<file path="src/rdf_pkg.sv">
// shared types and constants for the record deframer
package rdf_pkg;

	localparam int unsigned ByteW     = 8;
	localparam int unsigned WordW     = 16;
	localparam int unsigned CfgIndexW = 8;
	localparam int unsigned HdrIdxW   = 3;

	localparam logic [WordW-1:0] MarkerReset     = 16'h1010;
	localparam logic [WordW-1:0] MaxPayloadReset = 16'd1994;

	// configuration register indexes
	localparam logic [CfgIndexW-1:0] CfgMarker     = 8'd0;
	localparam logic [CfgIndexW-1:0] CfgMaxPayload = 8'd1;

	// header byte positions
	localparam logic [HdrIdxW-1:0] HdrLabelHi = 3'd0;
	localparam logic [HdrIdxW-1:0] HdrLabelLo = 3'd1;
	localparam logic [HdrIdxW-1:0] HdrKindHi  = 3'd2;
	localparam logic [HdrIdxW-1:0] HdrKindLo  = 3'd3;
	localparam logic [HdrIdxW-1:0] HdrLen0    = 3'd4;
	localparam logic [HdrIdxW-1:0] HdrLen1    = 3'd5;
	localparam logic [HdrIdxW-1:0] HdrLen2    = 3'd6;
	localparam logic [HdrIdxW-1:0] HdrLen3    = 3'd7;

	typedef enum logic [1:0] {
		OUT_PAYLOAD   = 2'd0,
		OUT_EMPTY     = 2'd1,
		OUT_BAD_LABEL = 2'd2,
		OUT_OVERSIZE  = 2'd3
	} outcome_t;

	typedef enum logic [1:0] {
		PH_HEADER     = 2'd0,
		PH_PAYLOAD    = 2'd1,
		PH_HEADER_BAD = 2'd2
	} phase_t;

	typedef struct packed {
		outcome_t         outcome;
		logic [WordW-1:0] kind;
		logic [ByteW-1:0] data;
		logic             last;
	} result_t;

	typedef struct packed {
		logic   halted;
		phase_t phase;
	} status_t;

endpackage

</file>
<file path="src/rdf_in_stage.sv">
// input register stage for stream bytes
module rdf_in_stage (
	input  logic                     clk,
	input  logic                     arst_n,
	input  logic                     in_valid,
	output logic                     in_ready,
	input  logic [rdf_pkg::ByteW-1:0] stream_byte,
	input  logic                     advance,
	output logic                     valid_s1,
	output logic [rdf_pkg::ByteW-1:0] byte_s1
);

	// free slot when empty or being drained this cycle
	assign in_ready = !valid_s1 || advance;

	// valid flag
	always_ff @(posedge clk or negedge arst_n) begin
		if (!arst_n) begin
			valid_s1 <= 1'b0;
		end else if (in_ready) begin
			valid_s1 <= in_valid;
		end
	end

	// byte payload
	always_ff @(posedge clk) begin
		if (in_valid && in_ready) begin
			byte_s1 <= stream_byte;
		end
	end

endmodule

</file>
<file path="src/rdf_core.sv">
// header parse, label and length checks, payload tracking
module rdf_core (
	input  logic                      clk,
	input  logic                      arst_n,
	input  logic                      en,
	input  logic [rdf_pkg::ByteW-1:0] byte_in,
	input  logic [rdf_pkg::WordW-1:0] marker_word,
	input  logic [rdf_pkg::WordW-1:0] max_payload,
	output logic                      res_valid,
	output rdf_pkg::result_t          res,
	output rdf_pkg::status_t          status
);

	rdf_pkg::phase_t                phase_q, phase_d;
	logic                           halted_q, halted_d;
	logic [rdf_pkg::HdrIdxW-1:0]    idx_q, idx_d;
	logic [rdf_pkg::WordW-1:0]      kind_q, kind_d;
	logic [rdf_pkg::WordW-1:0]      len_lo_q, len_lo_d;
	logic                           len_hi_q, len_hi_d;
	logic [rdf_pkg::WordW-1:0]      left_q, left_d;
	logic                           in_header;
	logic                           hdr_done;
	logic                           label_bad;
	logic                           too_long;

	assign in_header = (phase_q != rdf_pkg::PH_PAYLOAD);
	assign hdr_done  = in_header && (idx_q == rdf_pkg::HdrLen3);
	assign label_bad = (phase_q == rdf_pkg::PH_HEADER_BAD);
	// upper length bytes nonzero, or low half above the limit
	assign too_long  = len_hi_d || (len_lo_q > max_payload);

	// header field capture and counters
	always_comb begin
		idx_d    = idx_q;
		kind_d   = kind_q;
		len_lo_d = len_lo_q;
		len_hi_d = len_hi_q;
		left_d   = left_q;
		if (!in_header) begin
			left_d = left_q - 1'b1;
			if (left_q == rdf_pkg::WordW'(1)) begin
				idx_d = '0;
			end
		end else begin
			idx_d = idx_q + 1'b1;
			case (idx_q) inside
				rdf_pkg::HdrKindHi: kind_d[15:8] = byte_in;
				rdf_pkg::HdrKindLo: kind_d[7:0]  = byte_in;
				rdf_pkg::HdrLen0: begin
					len_lo_d = {8'h00, byte_in};
					len_hi_d = 1'b0;
				end
				rdf_pkg::HdrLen1: len_lo_d[15:8] = byte_in;
				rdf_pkg::HdrLen2, rdf_pkg::HdrLen3: len_hi_d = len_hi_q || (byte_in != '0);
				default: ;
			endcase
			if (hdr_done) begin
				left_d = len_lo_q;
			end
		end
	end

	// next phase
	always_comb begin
		phase_d  = phase_q;
		halted_d = halted_q;
		unique case (phase_q) inside
			rdf_pkg::PH_PAYLOAD: begin
				if (left_q == rdf_pkg::WordW'(1)) begin
					phase_d = rdf_pkg::PH_HEADER;
				end
			end
			rdf_pkg::PH_HEADER, rdf_pkg::PH_HEADER_BAD: begin
				if (idx_q == rdf_pkg::HdrLabelHi) begin
					phase_d = (byte_in == marker_word[15:8]) ? rdf_pkg::PH_HEADER
						: rdf_pkg::PH_HEADER_BAD;
				end else if (idx_q == rdf_pkg::HdrLabelLo && byte_in != marker_word[7:0]) begin
					phase_d = rdf_pkg::PH_HEADER_BAD;
				end else if (hdr_done) begin
					if (label_bad || too_long) begin
						phase_d  = rdf_pkg::PH_HEADER;
						halted_d = 1'b1;
					end else if (len_lo_q == '0) begin
						phase_d = rdf_pkg::PH_HEADER;
					end else begin
						phase_d = rdf_pkg::PH_PAYLOAD;
					end
				end
			end
			default: phase_d = rdf_pkg::PH_HEADER;
		endcase
	end

	// result for this byte
	always_comb begin
		res_valid   = 1'b0;
		res.outcome = rdf_pkg::OUT_PAYLOAD;
		res.kind    = kind_q;
		res.data    = '0;
		res.last    = 1'b1;
		unique case (phase_q) inside
			rdf_pkg::PH_PAYLOAD: begin
				res_valid = en;
				res.data  = byte_in;
				res.last  = (left_q == rdf_pkg::WordW'(1));
			end
			rdf_pkg::PH_HEADER, rdf_pkg::PH_HEADER_BAD: begin
				// a header that opens a payload gives no result of its own
				res_valid = en && hdr_done && (label_bad || too_long || len_lo_q == '0);
				if (label_bad) begin
					res.outcome = rdf_pkg::OUT_BAD_LABEL;
				end else if (too_long) begin
					res.outcome = rdf_pkg::OUT_OVERSIZE;
				end else begin
					res.outcome = rdf_pkg::OUT_EMPTY;
				end
			end
			default: res_valid = 1'b0;
		endcase
		if (halted_q) begin
			res_valid = 1'b0;
		end
	end

	// state registers, frozen once halted
	always_ff @(posedge clk or negedge arst_n) begin
		if (!arst_n) begin
			phase_q  <= rdf_pkg::PH_HEADER;
			halted_q <= 1'b0;
			idx_q    <= '0;
			kind_q   <= '0;
			len_lo_q <= '0;
			len_hi_q <= 1'b0;
			left_q   <= '0;
		end else if (en && !halted_q) begin
			phase_q  <= phase_d;
			halted_q <= halted_d;
			idx_q    <= idx_d;
			kind_q   <= kind_d;
			len_lo_q <= len_lo_d;
			len_hi_q <= len_hi_d;
			left_q   <= left_d;
		end
	end

	assign status.halted = halted_q;
	assign status.phase  = phase_q;

endmodule

</file>
<file path="src/rdf_out_stage.sv">
// result register toward the receiver
module rdf_out_stage (
	input  logic             clk,
	input  logic             arst_n,
	input  logic             res_valid,
	input  rdf_pkg::result_t res,
	output logic             advance,
	input  logic             out_ready,
	output logic             out_valid,
	output rdf_pkg::result_t out_res
);

	// register may load when empty or emptied this cycle
	assign advance = !out_valid || out_ready;

	always_ff @(posedge clk or negedge arst_n) begin
		if (!arst_n) begin
			out_valid <= 1'b0;
		end else if (advance) begin
			out_valid <= res_valid;
		end
	end

	always_ff @(posedge clk) begin
		if (advance && res_valid) begin
			out_res <= res;
		end
	end

endmodule

</file>
<file path="src/record_deframer_unit.sv">
// top level of the length-prefixed record deframer
//
// Input channel: one stream byte per beat on in_valid/in_ready.
// Each record is two label bytes, two type bytes, a 4-byte little-endian
// length and then the payload. Header beats give no result; after the
// eighth header byte one result comes for an empty record or an error.
// Each payload byte gives one result carrying the record type; the last
// one has end_of_record set. A bad label or a length above max_payload
// gives an error result and the block then drops every byte until reset.
// Output channel: one result per beat on out_valid/out_ready.
// Configuration: cfg_valid/cfg_ready writes marker_word (index 0) or
// max_payload (index 1); other indexes are ignored. cfg_ready is always high.
// Path: an accepted byte waits in the input register, passes the parse step
// and its result loads into the result register whenever that register can
// advance. Throughput: one byte per cycle while the receiver does not stall,
// set by the single parse step between the two registers.
// Reset clears the parser to header position zero and loads the default
// marker and maximum length. When the receiver stalls, the result register
// holds and in_ready drops as soon as the input register holds a byte.
module record_deframer_unit (
	input  logic                          clk,
	input  logic                          arst_n,
	input  logic                          in_valid,
	output logic                          in_ready,
	input  logic [rdf_pkg::ByteW-1:0]     stream_byte,
	output logic                          out_valid,
	input  logic                          out_ready,
	output logic [1:0]                    outcome,
	output logic [rdf_pkg::WordW-1:0]     record_kind,
	output logic [rdf_pkg::ByteW-1:0]     payload_byte,
	output logic                          end_of_record,
	input  logic                          cfg_valid,
	output logic                          cfg_ready,
	input  logic [rdf_pkg::CfgIndexW-1:0] cfg_index,
	input  logic [rdf_pkg::WordW-1:0]     cfg_data
);

	logic [rdf_pkg::WordW-1:0] marker_q;
	logic [rdf_pkg::WordW-1:0] max_payload_q;
	logic                      advance;
	logic                      valid_s1;
	logic [rdf_pkg::ByteW-1:0] byte_s1;
	logic                      res_valid;
	rdf_pkg::result_t          res;
	rdf_pkg::result_t          out_res;
	rdf_pkg::status_t          status;

	// configuration registers
	assign cfg_ready = 1'b1;

	always_ff @(posedge clk or negedge arst_n) begin
		if (!arst_n) begin
			marker_q      <= rdf_pkg::MarkerReset;
			max_payload_q <= rdf_pkg::MaxPayloadReset;
		end else if (cfg_valid && cfg_ready) begin
			unique case (cfg_index)
				rdf_pkg::CfgMarker:     marker_q      <= cfg_data;
				rdf_pkg::CfgMaxPayload: max_payload_q <= cfg_data;
				default: ;
			endcase
		end
	end

	rdf_in_stage u_in (
		.clk         (clk),
		.arst_n      (arst_n),
		.in_valid    (in_valid),
		.in_ready    (in_ready),
		.stream_byte (stream_byte),
		.advance     (advance),
		.valid_s1    (valid_s1),
		.byte_s1     (byte_s1)
	);

	rdf_core u_core (
		.clk         (clk),
		.arst_n      (arst_n),
		.en          (valid_s1 && advance),
		.byte_in     (byte_s1),
		.marker_word (marker_q),
		.max_payload (max_payload_q),
		.res_valid   (res_valid),
		.res         (res),
		.status      (status)
	);

	rdf_out_stage u_out (
		.clk       (clk),
		.arst_n    (arst_n),
		.res_valid (res_valid),
		.res       (res),
		.advance   (advance),
		.out_ready (out_ready),
		.out_valid (out_valid),
		.out_res   (out_res)
	);

	assign outcome       = out_res.outcome;
	assign record_kind   = out_res.kind;
	assign payload_byte  = out_res.data;
	assign end_of_record = out_res.last;

`ifndef NO_ASSERTIONS
	// once halted, stays halted until reset
	a_halt_sticky: assert property (@(posedge clk) disable iff (!arst_n)
		status.halted |=> status.halted)
		else $error("halt flag cleared without reset");

	// a halted parser issues no new result
	a_halt_silent: assert property (@(posedge clk) disable iff (!arst_n)
		status.halted |-> !res_valid)
		else $error("result produced while halted");

	// only payload beats may be non-final
	a_mid_is_payload: assert property (@(posedge clk) disable iff (!arst_n)
		out_valid && !end_of_record |-> outcome == rdf_pkg::OUT_PAYLOAD)
		else $error("non-final beat with non-payload outcome");

	// non-payload results carry zero data and end the record
	a_status_beat: assert property (@(posedge clk) disable iff (!arst_n)
		out_valid && outcome != rdf_pkg::OUT_PAYLOAD |-> payload_byte == '0 && end_of_record)
		else $error("status beat with data or without end mark");

	// full pipe with stalled receiver takes no byte
	a_backpressure: assert property (@(posedge clk) disable iff (!arst_n)
		valid_s1 && out_valid && !out_ready |-> !in_ready)
		else $error("byte accepted with no room");
`endif

endmodule
</file>
<file path="config.mk">
export PLATFORM = sky130hd
export DESIGN_NAME = record_deframer_unit
export DESIGN_NICKNAME = d
export VERILOG_FILES = /design/src/rdf_pkg.sv /design/src/rdf_in_stage.sv /design/src/rdf_core.sv /design/src/rdf_out_stage.sv /design/src/record_deframer_unit.sv
export SDC_FILE = /design/constraint.sdc
export NUM_CORES = 1
export LEC_CHECK = 0
export BUFFER_PORTS_ARGS = -buffer_cell sky130_fd_sc_hd__buf_4
export CAP_MARGIN = 15
export CORE_ASPECT_RATIO = 2
export CORE_MARGIN = 10
export CORE_UTILIZATION = 40
export CTS_BUF_LIST = sky130_fd_sc_hd__clkbuf_16
export DETAILED_ROUTE_END_ITERATION = 8
export GPL_TIMING_DRIVEN = 0
export SYNTH_ARGS = -nofsm -noshare
export SYNTH_HDL_FRONTEND = slang
export SYNTH_SLANG_ARGS = --single-unit
</file>
<file path="constraint.sdc">
create_clock -name clk -period 3.2 [get_ports clk]
set_input_delay 0.64 -clock clk [delete_from_list [all_inputs] [get_ports clk]]
set_output_delay 0.64 -clock clk [all_outputs]
set_load 0.03 [all_outputs]
</file>
==> reports/results.txt <==
In this run the cell area of the synthesized design comes to 5789 sq um. TritonCTS built the clock tree. The final core utilization was 0.5016. The tools report the final count of pins violating max slew as 0. The area share of the largest cell type after synthesis is 0.3458, and the arrival time reported for the critical path endpoint is 2.98 ns.

The post-route clock period utilization was 0.8915; the clock power share was 0.509. The design internal power was 2.917 mW; the maximum clock skew at final layout was 0.007418 ns. After clock tree synthesis, the setup repair step added 0 buffers. The type of the tightest min-delay check is in -> async. Post-synthesis cell type count: 57. Setup repair after global routing left no endpoint under its margin. The cell count after synthesis came out at 489. Number of global-route vias before repair: 4339.

The tools report the global routing usage summed across all routing layers as 0.1495. In this run, CTS created clock tree buffers numbering 17. The total number of placement rows was 62. Setup violations remaining at the end of the flow were counted as 0. 0 antenna diodes ended up in the layout.

Hold violation count in the final report: 0. The clock root buffer master is sky130_fd_sc_hd__clkbuf_16. Dividing the synthesized area by the synthesized cell count gives 11.84 sq um. At the pin with the least slew margin, the transition time is 0.9916 ns. The clock drives 124 sinks. At the end of routability-driven placement, the weighted congestion stood at 0.8538. The via total after detailed routing was 4140; the placed wire-length estimate after detailed placement was 10.77 mm. The max-cap check violation count came out at 0. The run gives 0.5682 as the post-synthesis sequential area ratio. Power spread over the standard cell area amounts to 533.2 nW/um^2. In the routed design, unresolved DRC markers number 0.

The analysis attributes to cell leakage a power of 3.220 nW. For the number of nets with antenna violations after detailed routing, the log shows 0. Across all hold checks on the routed design, the worst slack comes to 0.09996 ns. After filler insertion, the fill cell instance count of the layout stands at 1345. The category of the critical setup timing path was reg -> reg. The number of antenna violations at the first check in global routing was 0. Global routing finished with a remaining overflow of 0. The routed length per placed instance is 18.75 um. The routed design could run at a clock period as short as 2.853 ns. For this design, the CTS-stage hold fixing added 0 buffers. The H-tree was split into 4 levels. For the worst setup path, the data required time is 3.33 ns. For this design the total switching power over the nets is 0.9004 mW. The largest vdd supply drop was 339.6 uV; the post-CTS clock slew at the launch and capture registers of the worst setup and hold paths was 0.06 ns. For this block, the initial DRC count from the detailed router was 231. Of all cell types, the one taking the most synthesized area is sky130_fd_sc_hd__dfrtp_1. The worst setup path is captured at a register.

Clock latency on the worst-skew pair, taken at its later pin, is 0.42 ns. The longest clock path from root to sink contains 2 buffers. The sequential share of power is 0.438.

For this run, the top clock speed supported by timing is 0.3505 GHz. The tools report the die area as 19980 sq um. Synthesis produced a netlist with a net count of 550. The tools report the number of ports placed on the die boundary as 67. The die height came out at 190.1 um. Maximum number of pins on one net before global-route repair: 90. Yosys attributes the largest share of cell area to sky130_fd_sc_hd__dfrtp_1 35%, sky130_fd_sc_hd__edfxtp_1 18%, sky130_fd_sc_hd__mux2_2 11%. The worst setup path is launched from a register. The run gives 636 as the number of nets in the layout. In this run, synthesis produced a sequential element count of 124. Fraction of final layout cells sized beyond drive strength 1: 0.2925.

Fraction of registers with async set or reset after synthesis: 0.7177. The flow ran to the end, and the final reports show no timing, DRC or antenna violations. In this run, post-CTS repair resized a total of 0 instances.

The number of synthesized flops with an enable pin was 35; the placed standard-cell area was 6533 sq um. For the number of synthesis warnings, the log shows 0. The first detailed-routing pass took 5 iterations. The first global-routing pass estimated 23.24 mm of wire. The maximum fanout along the worst path was 15; the fraction of power spent switching nets was 0.2359. The die is 105.1 um wide. In the synthesized netlist the dominant register cell turns out to be sky130_fd_sc_hd__dfrtp_1.

Overall power consumption after layout is estimated at 3.817 mW. For the initial standard-cell utilization of the core, the log shows 0.4056. Dividing the detail-routed via count by the number of cells gives 5.308. The logs give 0.052 for the portion of total power attributed to combinational logic and 7159 sq um for the final non-filler cell area.

From synthesis to final layout, the design area changed by 23.67%. The total wire length after detailed routing was 14.62 mm. The total negative slack was 0 ns; the quantity of I/O buffers inserted on ports was 65. The core region is 14270 sq um. The tools report the tightest slew margin relative to the limit as 0.3334.
[kinds of logic (layout without fill, tap and decap cells)]
group / Yosys count / after routing / share of synthesized area
flops: 124 / 124 / 0.5682
xor+xnor: 16 / 16 / 0.02421
fa+ha+maj: 24 / 24 / 0.05187
compound gates: 95 / 95 / 0.09985
buf+inv: 51 / 150 / 0.03393
mux: 55 / 55 / 0.1070
other cells: 1 / 1 / 0.0006477
simple gates: 123 / 123 / 0.1143
[sequential cells by signal, indices dropped and copies added, names as in the netlist]
| register | cells |
|---|---|
| u_core.len_hi_q | 1 |
| max_payload_q | 16 |
| u_in.valid_s1 | 1 |
| u_core.idx_q | 3 |
| u_core.kind_q | 16 |
| u_core.phase_q | 2 |
| u_out.out_res | 27 |
| u_core.halted_q | 1 |
| u_core.len_lo_q | 16 |
| u_core.left_q | 16 |
| marker_q | 16 |
| u_in.byte_s1 | 8 |
| u_out.out_valid | 1 |
[critical path, stage by stage (launching register included)]
cell                        delay, ns
sky130_fd_sc_hd__dfrtp_1         0.43
sky130_fd_sc_hd__ha_1            0.25
sky130_fd_sc_hd__ha_1            0.17
sky130_fd_sc_hd__clkbuf_2        0.21
sky130_fd_sc_hd__o211ai_1        0.11
sky130_fd_sc_hd__a2111oi_0       0.54
sky130_fd_sc_hd__a221o_1         0.27
sky130_fd_sc_hd__o41a_2          0.36
sky130_fd_sc_hd__buf_8           0.21
[cell type report]
| type | instances | area (sq um) | area share |
|---|---|---|---|
| multi-input combinational | 314 | 2305 | 0.3219 |
| clock inverter | 15 | 172.7 | 0.02412 |
| sequential | 124 | 3289 | 0.4595 |
| inverter | 27 | 101.3 | 0.01416 |
| timing repair buffer | 67 | 530.5 | 0.07410 |
| tap | 192 | 240.2 | 0.03355 |
| buffer | 24 | 95.09 | 0.01328 |
| clock buffer | 17 | 425.4 | 0.05942 |
[Yosys cell counts (2+ instances only)]
cell type                  instances
sky130_fd_sc_hd__nor2_1           19
sky130_fd_sc_hd__nand2_1          36
sky130_fd_sc_hd__xor2_1            3
sky130_fd_sc_hd__nand3_1          11
sky130_fd_sc_hd__nand4_1           5
sky130_fd_sc_hd__a32oi_1           2
sky130_fd_sc_hd__o21ai_0          33
sky130_fd_sc_hd__clkbuf_1         21
sky130_fd_sc_hd__nand3b_1          2
sky130_fd_sc_hd__edfxtp_1         35
sky130_fd_sc_hd__a22oi_1           3
sky130_fd_sc_hd__mux2_2           55
sky130_fd_sc_hd__a21o_1            2
sky130_fd_sc_hd__ha_1             24
sky130_fd_sc_hd__a221o_1           2
sky130_fd_sc_hd__and2_1           10
sky130_fd_sc_hd__nor3_1            6
sky130_fd_sc_hd__nor4_1           10
sky130_fd_sc_hd__o31ai_1           3
sky130_fd_sc_hd__and4_1            3
sky130_fd_sc_hd__inv_1            27
sky130_fd_sc_hd__xnor2_1          13
sky130_fd_sc_hd__dfstp_2           9
sky130_fd_sc_hd__dfrtp_1          80
sky130_fd_sc_hd__or3_1             2
sky130_fd_sc_hd__nand2b_1          7
sky130_fd_sc_hd__a21oi_1          33
sky130_fd_sc_hd__nor2b_1           2
sky130_fd_sc_hd__o22ai_1           3
[routing by layer]
metal / up-vias / track usage / routed length, um
met4: 0 / 0.06369 / 388
met1: 2042 / 0.1482 / 5287
met2: 125 / 0.2810 / 8305
li1: 1945 / - / -
met5: - / 0 / 0
met3: 28 / 0.04202 / 642
[placed cells by master, fill, tap and decap left out, types with 11 or more instances in the layout]
master and n:
sky130_fd_sc_hd__a21oi_1 33, sky130_fd_sc_hd__buf_4 66, sky130_fd_sc_hd__clkbuf_1 21, sky130_fd_sc_hd__clkbuf_16 17, sky130_fd_sc_hd__dfrtp_1 80, sky130_fd_sc_hd__edfxtp_1 35
sky130_fd_sc_hd__ha_1 24, sky130_fd_sc_hd__inv_1 27, sky130_fd_sc_hd__mux2_2 55, sky130_fd_sc_hd__nand2_1 36, sky130_fd_sc_hd__nand3_1 11, sky130_fd_sc_hd__nor2_1 19
sky130_fd_sc_hd__o21ai_0 33, sky130_fd_sc_hd__xnor2_1 13
[per-stage QoR]
| stage | instances | setup WS [ns] |
|---|---|---|
| 2_1_floorplan | 489 | 0.3958 |
| 3_3_place_gp | 746 | -0.1109 |
| 3_5_place_dp | 747 | 0.1465 |
| 4_1_cts | 779 | 0.1464 |
| 5_1_grt | 780 | 0.1668 |
| 6_report | 780 | 0.3472 |
[power by group through the flow]
stage / clock network, mW / registers [mW] / logic (mW)
final: 1.94 / 1.67 / 0.200
after CTS: 1.98 / 1.67 / 0.199
after detailed placement: 0 / 1.70 / 0.199
after floorplan: 0 / 1.70 / 0.0960
after global routing: 2.04 / 1.68 / 0.220
after global placement: 0 / 1.70 / 0.195
[path summary, 6_finish.rpt]
| check | start | to | slack [ns] | depth (start not counted) |
|---|---|---|---|---|
| setup / recovery | u_core.idx_q[0] | u_out.out_res[16] | 0.35 | 8 |
| hold / removal | arst_n | u_core.halted_q | 0.1 | 1 |
| setup reg to reg | u_core.idx_q[0] | u_out.out_res[16] | 0.35 | 8 |
| hold reg to reg | u_core.kind_q[8] | u_out.out_res[17] | 0.44 | 0 |
| max in group asynchronous | arst_n | max_payload_q[8] | 2.42 | 2 |
| min in group clk | stream_byte[3] | u_in.byte_s1[3] | 0.39 | 1 |
Note: power is estimated with default switching activity, not from simulation.
